$ cat config.mk
export PLATFORM = sky130hd
export DESIGN_NAME = grid_bfs_path_finder_flat
export DESIGN_NICKNAME = d
export VERILOG_FILES = /design/src/hw/rtl/gbpf_pkg.sv /design/src/hw/rtl/gbpf_req_if.sv /design/src/hw/rtl/grid_bfs_path_finder.sv /design/src/flat_wrapper.sv
export SDC_FILE = /design/constraint.sdc
export NUM_CORES = 2
export LEC_CHECK = 0
export ABC_AREA = 1
export BUFFER_PORTS_ARGS = -buffer_cell sky130_fd_sc_hd__buf_2
export CORE_AREA = 4 4 348 350
export DETAILED_ROUTE_END_ITERATION = 10
export DIE_AREA = 0 0 352 354
export GPL_TIMING_DRIVEN = 0
export SETUP_SLACK_MARGIN = 0.05
export SYNTH_ARGS = -nofsm -noshare
export SYNTH_HDL_FRONTEND = slang
export SYNTH_SLANG_ARGS = --single-unit
$ cat constraint.sdc
create_clock -name clk -period 11.25 [get_ports clk]
set_clock_uncertainty 0.1 [all_clocks]
set_input_delay 2.25 -clock clk [delete_from_list [all_inputs] [get_ports clk]]
set_output_delay 2.25 -clock clk [all_outputs]
set_load 0.01 [all_outputs]
$ cat src/hw/rtl/gbpf_pkg.sv
// Shared types and request codes for the grid path finder.
`default_nettype none
package gbpf_pkg;
  typedef enum logic [2:0] {
    REQ_FIND       = 3'd0,
    REQ_SET_STAT   = 3'd1,
    REQ_CLR_STAT   = 3'd2,
    REQ_SET_MOV    = 3'd3,
    REQ_CLR_MOV    = 3'd4
  } req_type_t;

  localparam logic [1:0] CFG_COLS  = 2'd0;
  localparam logic [1:0] CFG_ROWS  = 2'd1;
  localparam logic [1:0] CFG_TW    = 2'd2;
  localparam logic [1:0] CFG_TH    = 2'd3;
  localparam int MAX_OUT = 64;
  localparam int GRID_W = 8;
  localparam int GRID_H = 8;
endpackage
`default_nettype wire

$ cat src/hw/rtl/gbpf_req_if.sv
// Request, result and configuration channel interfaces.
`default_nettype none
interface gbpf_req_if;
  logic       valid;
  logic       ready;
  logic [2:0] req_type;
  logic [2:0] cell_col;
  logic [2:0] cell_row;
  logic [2:0] start_col;
  logic [2:0] start_row;
  logic [2:0] goal_col;
  logic [2:0] goal_row;
  modport source (output valid, req_type, cell_col, cell_row, start_col, start_row,
                  goal_col, goal_row, input ready);
  modport sink (input valid, req_type, cell_col, cell_row, start_col, start_row,
                goal_col, goal_row, output ready);
endinterface

interface gbpf_res_if;
  logic       valid;
  logic       ready;
  logic [2:0] step_col;
  logic [2:0] step_row;
  logic       path_empty;
  logic       last_step;
  modport source (output valid, step_col, step_row, path_empty, last_step, input ready);
  modport sink (input valid, step_col, step_row, path_empty, last_step, output ready);
endinterface

interface gbpf_cfg_if;
  logic       valid;
  logic       ready;
  logic [1:0] index;
  logic [6:0] data;
  modport source (output valid, index, data, input ready);
  modport sink (input valid, index, data, output ready);
endinterface
`default_nettype wire

$ cat src/hw/rtl/grid_bfs_path_finder.sv
// Grid path finder top level: obstacle maps, BFS engine and path readout.
// Obstacle items are taken back to back while the finder is idle.
// A path item clears the visited map, expands the start and then each dequeued cell
// over its neighbours, then gives the result items one at a time, each held until
// res.ready; the queue and parent memories are read through registers.
// Synchronous reset clears the maps, queue and result valid, and restores the config.
`default_nettype none
module grid_bfs_path_finder
  import gbpf_pkg::*;
(
  input  wire logic   clk,
  input  wire logic   rst,
  gbpf_req_if.sink    req,
  gbpf_res_if.source  res,
  gbpf_cfg_if.sink    cfg
);
  localparam int CELLS = GRID_W * GRID_H;
  localparam int CW = $clog2(GRID_W);
  localparam int RW = $clog2(GRID_H);
  localparam int AW = CW + RW;
  localparam int QW = AW + 1;

  typedef enum logic [3:0] {
    S_IDLE, S_CLEAR, S_DEQ, S_WAITQ, S_NBR, S_BACK, S_BWAIT, S_EMIT, S_OUT
  } state_t;

  state_t state;
  logic [3:0] grid_cols, grid_rows;
  logic [6:0] tile_width, tile_height;
  logic [CELLS-1:0] static_blocked, movable_blocked, visited_mark;

  logic [AW-1:0] parent_mem [CELLS];
  logic [AW-1:0] queue_mem [CELLS];
  logic [AW-1:0] parent_rd, queue_rd;

  logic [QW-1:0] q_head, q_tail;
  logic [AW-1:0] clr_idx;
  logic [2:0] s_col, s_row, g_col, g_row;
  logic [2:0] c_col, c_row;
  logic [1:0] k;
  logic [6:0] n_out;
  logic start_in;

  // effective bounds
  logic [3:0] eff_c, eff_r;
  assign eff_c = (grid_cols < 4'(GRID_W)) ? grid_cols : 4'(GRID_W);
  assign eff_r = (grid_rows < 4'(GRID_H)) ? grid_rows : 4'(GRID_H);

  function automatic logic [AW-1:0] idx(input logic [2:0] c, input logic [2:0] r);
    return AW'(r) * AW'(GRID_W) + AW'(c);
  endfunction

  // neighbour candidate for step k in parity-adjusted order
  logic        par_even;
  logic [1:0]  dir;
  logic signed [4:0] nc, nr;
  logic        n_ok;
  logic [AW-1:0] n_idx;
  assign par_even = ~((c_col[0] & tile_width[0]) ^ (c_row[0] & tile_height[0]));

  always_comb begin
    dir = par_even ? 2'd3 - k : k;
    nc = 5'(c_col);
    nr = 5'(c_row);
    case (dir)
      2'd0: nc = 5'(c_col) + ((tile_width != 0) ? 5'sd1 : 5'sd0);
      2'd1: nc = 5'(c_col) - ((tile_width != 0) ? 5'sd1 : 5'sd0);
      2'd2: nr = 5'(c_row) - ((tile_height != 0) ? 5'sd1 : 5'sd0);
      default: nr = 5'(c_row) + ((tile_height != 0) ? 5'sd1 : 5'sd0);
    endcase
    n_idx = idx(nc[2:0], nr[2:0]);
    n_ok = !nc[4] && !nr[4] && (nc[3:0] < eff_c) && (nr[3:0] < eff_r);
    if (n_ok)
      n_ok = !static_blocked[n_idx] && !movable_blocked[n_idx] && !visited_mark[n_idx];
  end

  logic g_in;
  assign g_in = ({1'b0, g_col} < eff_c) && ({1'b0, g_row} < eff_r);
  assign start_in = ({1'b0, s_col} < eff_c) && ({1'b0, s_row} < eff_r);

  assign req.ready = (state == S_IDLE);
  assign cfg.ready = 1'b1;

  always_ff @(posedge clk) begin
    if (rst) begin
      grid_cols <= 4'd8;
      grid_rows <= 4'd8;
      tile_width <= 7'd32;
      tile_height <= 7'd32;
    end else if (cfg.valid) begin
      unique case (cfg.index)
        CFG_COLS: grid_cols <= cfg.data[3:0];
        CFG_ROWS: grid_rows <= cfg.data[3:0];
        CFG_TW:   tile_width <= cfg.data;
        CFG_TH:   tile_height <= cfg.data;
        default: ;
      endcase
    end
  end

  logic par_we, q_we;
  logic [AW-1:0] par_wa, par_ra, q_wa, q_ra;
  logic [AW-1:0] par_wd, q_wd;

  always_ff @(posedge clk) begin
    if (par_we) parent_mem[par_wa] <= par_wd;
    parent_rd <= parent_mem[par_ra];
    if (q_we) queue_mem[q_wa] <= q_wd;
    queue_rd <= queue_mem[q_ra];
  end

  always_comb begin
    par_we = 1'b0; par_wa = n_idx; par_wd = idx(c_col, c_row);
    q_we = 1'b0; q_wa = q_tail[AW-1:0]; q_wd = n_idx;
    q_ra = q_head[AW-1:0];
    par_ra = idx(c_col, c_row);
    if (state == S_NBR && n_ok && q_tail < QW'(CELLS)) begin
      par_we = 1'b1;
      q_we = 1'b1;
    end
  end

  // parent of the tile being emitted, and whether the walk ends after it
  logic [2:0] p_col, p_row;
  logic bt_last;
  assign p_col = 3'(parent_rd % AW'(GRID_W));
  assign p_row = 3'(parent_rd / AW'(GRID_W));
  assign bt_last = (n_out == 7'(MAX_OUT - 1)) ||
                   (p_col == s_col && p_row == s_row) ||
                   ({1'b0, p_col} >= eff_c) || ({1'b0, p_row} >= eff_r) ||
                   !visited_mark[parent_rd];

  always_ff @(posedge clk) begin
    if (rst) begin
      state <= S_IDLE;
      static_blocked <= '0;
      movable_blocked <= '0;
      visited_mark <= '0;
      res.valid <= 1'b0;
      q_head <= '0;
      q_tail <= '0;
    end else begin
      unique case (state)
        S_IDLE: if (req.valid) begin
          if (req.req_type == REQ_FIND) begin
            s_col <= req.start_col; s_row <= req.start_row;
            g_col <= req.goal_col; g_row <= req.goal_row;
            clr_idx <= '0;
            state <= S_CLEAR;
          end else begin
            case (req.req_type)
              REQ_SET_STAT: static_blocked[idx(req.cell_col, req.cell_row)] <= 1'b1;
              REQ_CLR_STAT: static_blocked[idx(req.cell_col, req.cell_row)] <= 1'b0;
              REQ_SET_MOV:  movable_blocked[idx(req.cell_col, req.cell_row)] <= 1'b1;
              REQ_CLR_MOV:  movable_blocked[idx(req.cell_col, req.cell_row)] <= 1'b0;
              default: ;
            endcase
          end
        end
        S_CLEAR: begin
          visited_mark[clr_idx] <= start_in && (clr_idx == idx(s_col, s_row));
          clr_idx <= clr_idx + 1'b1;
          if (clr_idx == AW'(CELLS - 1)) begin
            c_col <= s_col; c_row <= s_row;
            q_head <= '0; q_tail <= '0;
            k <= '0;
            // start is expanded directly without queueing
            if (s_col == g_col && s_row == g_row) state <= S_BACK;
            else state <= S_NBR;
          end
        end
        S_DEQ: begin
          if (q_head >= q_tail) state <= S_BACK;
          else state <= S_WAITQ;
        end
        S_WAITQ: begin
          c_col <= 3'(queue_rd % AW'(GRID_W));
          c_row <= 3'(queue_rd / AW'(GRID_W));
          q_head <= q_head + 1'b1;
          k <= '0;
          if (3'(queue_rd % AW'(GRID_W)) == g_col && 3'(queue_rd / AW'(GRID_W)) == g_row)
            state <= S_BACK;
          else
            state <= S_NBR;
        end
        S_NBR: begin
          if (par_we) begin
            visited_mark[n_idx] <= 1'b1;
            q_tail <= q_tail + 1'b1;
          end
          k <= k + 1'b1;
          if (k == 2'd3) state <= S_DEQ;
        end
        S_BACK: begin
          c_col <= g_col; c_row <= g_row;
          n_out <= '0;
          if ((g_col == s_col && g_row == s_row) || !g_in || !visited_mark[idx(g_col, g_row)])
          begin
            res.step_col <= '0; res.step_row <= '0;
            res.path_empty <= 1'b1; res.last_step <= 1'b1;
            res.valid <= 1'b1;
            state <= S_OUT;
          end else begin
            state <= S_BWAIT;
          end
        end
        // wait for the parent read of the current tile
        S_BWAIT: state <= S_EMIT;
        S_EMIT: begin
          res.step_col <= c_col; res.step_row <= c_row;
          res.path_empty <= 1'b0;
          res.last_step <= bt_last;
          n_out <= n_out + 1'b1;
          res.valid <= 1'b1;
          state <= S_OUT;
        end
        S_OUT: if (res.ready) begin
          res.valid <= 1'b0;
          if (res.last_step) begin
            state <= S_IDLE;
          end else begin
            c_col <= p_col;
            c_row <= p_row;
            state <= S_BWAIT;
          end
        end
        default: state <= S_IDLE;
      endcase
    end
  end
endmodule
`default_nettype wire
$ cat src/flat_wrapper.sv
// flat-port wrapper written by rule: the top's interface ports become plain ports
module grid_bfs_path_finder_flat import gbpf_pkg::*;
  (clk, rst, req_valid, req_req_type, req_cell_col, req_cell_row, req_start_col, req_start_row, req_goal_col, req_goal_row, req_ready, res_valid, res_step_col, res_step_row, res_path_empty, res_last_step, res_ready, cfg_valid, cfg_index, cfg_data, cfg_ready);
  gbpf_req_if req_i ();
  gbpf_res_if res_i ();
  gbpf_cfg_if cfg_i ();
  input  wire logic clk;
  input  wire logic rst;
  input wire logic [$bits(req_i.valid)-1:0] req_valid;
  input wire logic [$bits(req_i.req_type)-1:0] req_req_type;
  input wire logic [$bits(req_i.cell_col)-1:0] req_cell_col;
  input wire logic [$bits(req_i.cell_row)-1:0] req_cell_row;
  input wire logic [$bits(req_i.start_col)-1:0] req_start_col;
  input wire logic [$bits(req_i.start_row)-1:0] req_start_row;
  input wire logic [$bits(req_i.goal_col)-1:0] req_goal_col;
  input wire logic [$bits(req_i.goal_row)-1:0] req_goal_row;
  output wire logic [$bits(req_i.ready)-1:0] req_ready;
  output wire logic [$bits(res_i.valid)-1:0] res_valid;
  output wire logic [$bits(res_i.step_col)-1:0] res_step_col;
  output wire logic [$bits(res_i.step_row)-1:0] res_step_row;
  output wire logic [$bits(res_i.path_empty)-1:0] res_path_empty;
  output wire logic [$bits(res_i.last_step)-1:0] res_last_step;
  input wire logic [$bits(res_i.ready)-1:0] res_ready;
  input wire logic [$bits(cfg_i.valid)-1:0] cfg_valid;
  input wire logic [$bits(cfg_i.index)-1:0] cfg_index;
  input wire logic [$bits(cfg_i.data)-1:0] cfg_data;
  output wire logic [$bits(cfg_i.ready)-1:0] cfg_ready;
  assign req_i.valid = req_valid;
  assign req_i.req_type = req_req_type;
  assign req_i.cell_col = req_cell_col;
  assign req_i.cell_row = req_cell_row;
  assign req_i.start_col = req_start_col;
  assign req_i.start_row = req_start_row;
  assign req_i.goal_col = req_goal_col;
  assign req_i.goal_row = req_goal_row;
  assign req_ready = req_i.ready;
  assign res_valid = res_i.valid;
  assign res_step_col = res_i.step_col;
  assign res_step_row = res_i.step_row;
  assign res_path_empty = res_i.path_empty;
  assign res_last_step = res_i.last_step;
  assign res_i.ready = res_ready;
  assign cfg_i.valid = cfg_valid;
  assign cfg_i.index = cfg_index;
  assign cfg_i.data = cfg_data;
  assign cfg_ready = cfg_i.ready;
  grid_bfs_path_finder u_core (.clk(clk), .rst(rst), .req(req_i), .res(res_i), .cfg(cfg_i));
endmodule
==> key figures <==
STA
  • Final setup viols: 0
  • Crit path time final: just over 8 ns
  • Fin Setup TNS: 0 ns
  • Fmax: 121 MHz
  • Worst-Margin Slew: 1.45 ns
  • Worst Hold Slack: 0.347 ns
  • Period utilisation layout: 0.736
  • Relative slew slack: 0.0280
  • Hold Vio Cnt, Final: 0
  • Pins Over Slew Limit: 0
  • RSZ-0062 raised after global routing: false

Power
  • VDD IR-drop max: 0.000129 V
  • Leak pwr: between 0.015 and 0.02 uW
  • Pwr dens: approximately 190 nW/um2
  • Pwr Total: about 10000 uW

Global route
  • Vias in the first global route: a little under 40k
  • Met2 Use GR: 0.438
  • Total GRT Usage: 0.281
  • Initial antenna violation count: 4
  • Pin count of the biggest net entering global routing: 74
  • Most Used Layer, Global Route: met2
  • GR Overflow Total: 0
  • Met3 usage: 0.0670
  • First-pass GRT wire length: 263 mm
  • Grt met1 use: 0.376

Clock network
  • CTS Buf Count: 112
  • Post-CTS sizing: 0
  • Hold buffers post-CTS: 0
  • Clock Latency Late Sink: 0.74 ns
  • Clock Tree Buf Depth: 3
  • Clock slew at reported path FFs: 0.07 ns
  • Number of H-tree levels: 3
  • Number of setup buffers added after CTS: 0
  • Root buf cell: clkbuf_16
  • Sink Count: approximately 1.1k
  • CTS tree: done

Critical path
  • Worst EP required: 11.49 ns
  • CP Capture Type: flip-flop
  • Worst setup path class: flip-flop to flip-flop
  • CP Launch Point: u_core.c_row[0]$_DFFE_PP_
  • Reg2reg path depth: 18
  • RR Startpoint: u_core.c_row[0]$_DFFE_PP_
  • Startpoint types: flip-flop
  • WP data arrival: around 8.5 ns
  • CP Max Fanout: 37

Placement
  • GP Congestion: ~0.99
  • Detail Placement HPWL: between 100 and 150 mm
  • Cell total after placement: 6612
  • Number of buffer cells added on primary ports: 43

Logic synthesis
  • Synth unique cells: 52
  • Ys flop type: edfxtp_1
  • Seq/Total Area, Yosys: 0.608
  • Syn Std Cell Area: 48000 um2
  • Cells after Synth: 5011
  • Post-synth EDFFs: 809
  • Yosys reg bits: 1054
  • Avg Cell Area, Syn: 9.59 um2
  • Async SR Flop Fraction: 0
  • Synthesis warning total: 0
  • Synth Net Count: 5087

Run status
  • Status: finished, final reports clean

Route
  • Routed WL: 182 mm
  • Iter 0 DRT Violations: 5901
  • TritonRoute pass-1 iters: 8
  • Vias: 41.2k
  • DRC Markers: 0
  • Vias per inst: about 6.0
  • WL/cell: between 20 and 30 um
  • ANT nets after route: 0

Floorplan
  • Core ar.: ~120000 um2
  • Die Span Y: 354 um
  • Die ar.: 125000 um2
  • Starting Density: 0.408
  • Placement Rows: 126
  • Die Wd: 352 um
  • I/O Pins: 46

Cells and area
  • Non-filler cells, final: 6826
  • Final core area utilization: 0.464
  • # nets final: 5267
  • Layout cells sized above 1: 0.0649
  • Area Overhead vs Synth: 13.6%

Flow run
  • Max Cap Violations: 0

Worst hold path
  • WHS Path Cells: 2
  • Hold Path Class: flip-flop to flip-flop
==> metrics by stage <==
step,setup slack [ns],instance area (um2)
6_report,2.97,54600
5_1_grt,2.87,54600
4_1_cts,3.33,54600
3_5_place_dp,3.37,50700
3_3_place_gp,0.390,50200
2_1_floorplan,5.67,48000
==> report_power, final <==
group          leakage [uW]  total [uW]  internal [uW]  switching [uW]
registers           0.00927        4450           4390            64.0
clock network       0.00185        3860           2200            1660
logic               0.00707        1900            415            1480
==> cells in the mapped netlist, types with 16 or more instances <==
master	instances	share of area
nand3_1	270	0.028
nor4_1	40	0.0052
o211ai_1	84	0.013
o221ai_1	82	0.015
nand2_1	615	0.048
edfxtp_1	809	0.51
buf_1	17	0.0013
nor2_1	814	0.064
o21ai_0	662	0.069
buf_2	27	0.0028
a21oi_1	301	0.031
o22ai_1	148	0.019
inv_1	248	0.019
ha_1	41	0.011
o21ai_1	19	0.0020
nor3_1	127	0.013
a31oi_1	16	0.0021
dfxtp_1	245	0.10
clkbuf_1	289	0.023
==> layer usage <==
| layer | up-vias | share of wire |
|---|---|---|
| li1 | 18300 | - |
| met1 | 19700 | 0.39 |
| met2 | 2638 | 0.44 |
| met3 | 538 | 0.11 |
| met4 | 4 | 0.050 |
| met5 | - | 0.00017 |
==> cells by family after synthesis <==
logic type	share of synthesized area
AO/OA/AOI/OAI	0.161
XOR/XNOR	0.00219
adder cells (fa/ha/maj)	0.0107
buffers and inverters	0.0506
flip-flops	0.608
other	0.0000781
AND/OR/NAND/NOR	0.168
==> cells in the final DEF (no fill, tap or decap), types with 84 or more instances in the layout <==
master / instances
a21oi_1: 301
clkbuf_1: 306
clkbuf_16: 113
dfxtp_1: 245
edfxtp_1: 809
inv_1: 246
nand2_1: 615
nand3_1: 270
nor2_1: 813
nor3_1: 120
o211ai_1: 84
o21ai_0: 662
o22ai_1: 148
==> final cells by class <==
cell class | instances | area, um2
clock buffers | 137 | 2980
fillers | 11100 | 63200
clock inverters | 75 | 873
flip-flops and latches | 1054 | 29200
diodes | 1 | 2.50
plain buffers | 349 | 1430
multi-input cells | 3339 | 16500
repair buffers | 66 | 717
well taps | 1536 | 1920
inverters | 269 | 1010
==> path summary, 6_finish.rpt <==
check	end	slack, ns
worst max-delay path	u_core.queue_mem[62][2]$_DFFE_PP_	2.97
worst min-delay path	flip-flop	0.35
worst max register to register	u_core.queue_mem[62][2]$_DFFE_PP_	2.97
worst min register to register	flip-flop	0.35
==> worst max-delay path: stages (launching register included) <==
cell and delay [ns]:
edfxtp_1 0.74, buf_16 0.32, inv_1 0.07, clkbuf_1 0.62
clkbuf_1 0.82, ha_1 0.37, o21ai_0 0.97, clkbuf_4 0.65
buf_12 0.29, o21ai_1 0.13, nor2_1 0.16, nand3_1 0.18
nand3_1 0.13, nand2_1 0.10, nor2_1 0.26, nand2_2 0.23
inv_2 0.17, nand4_1 0.67, nor2_1 0.84
No activity file was read; power rests on OpenSTA's default activity.
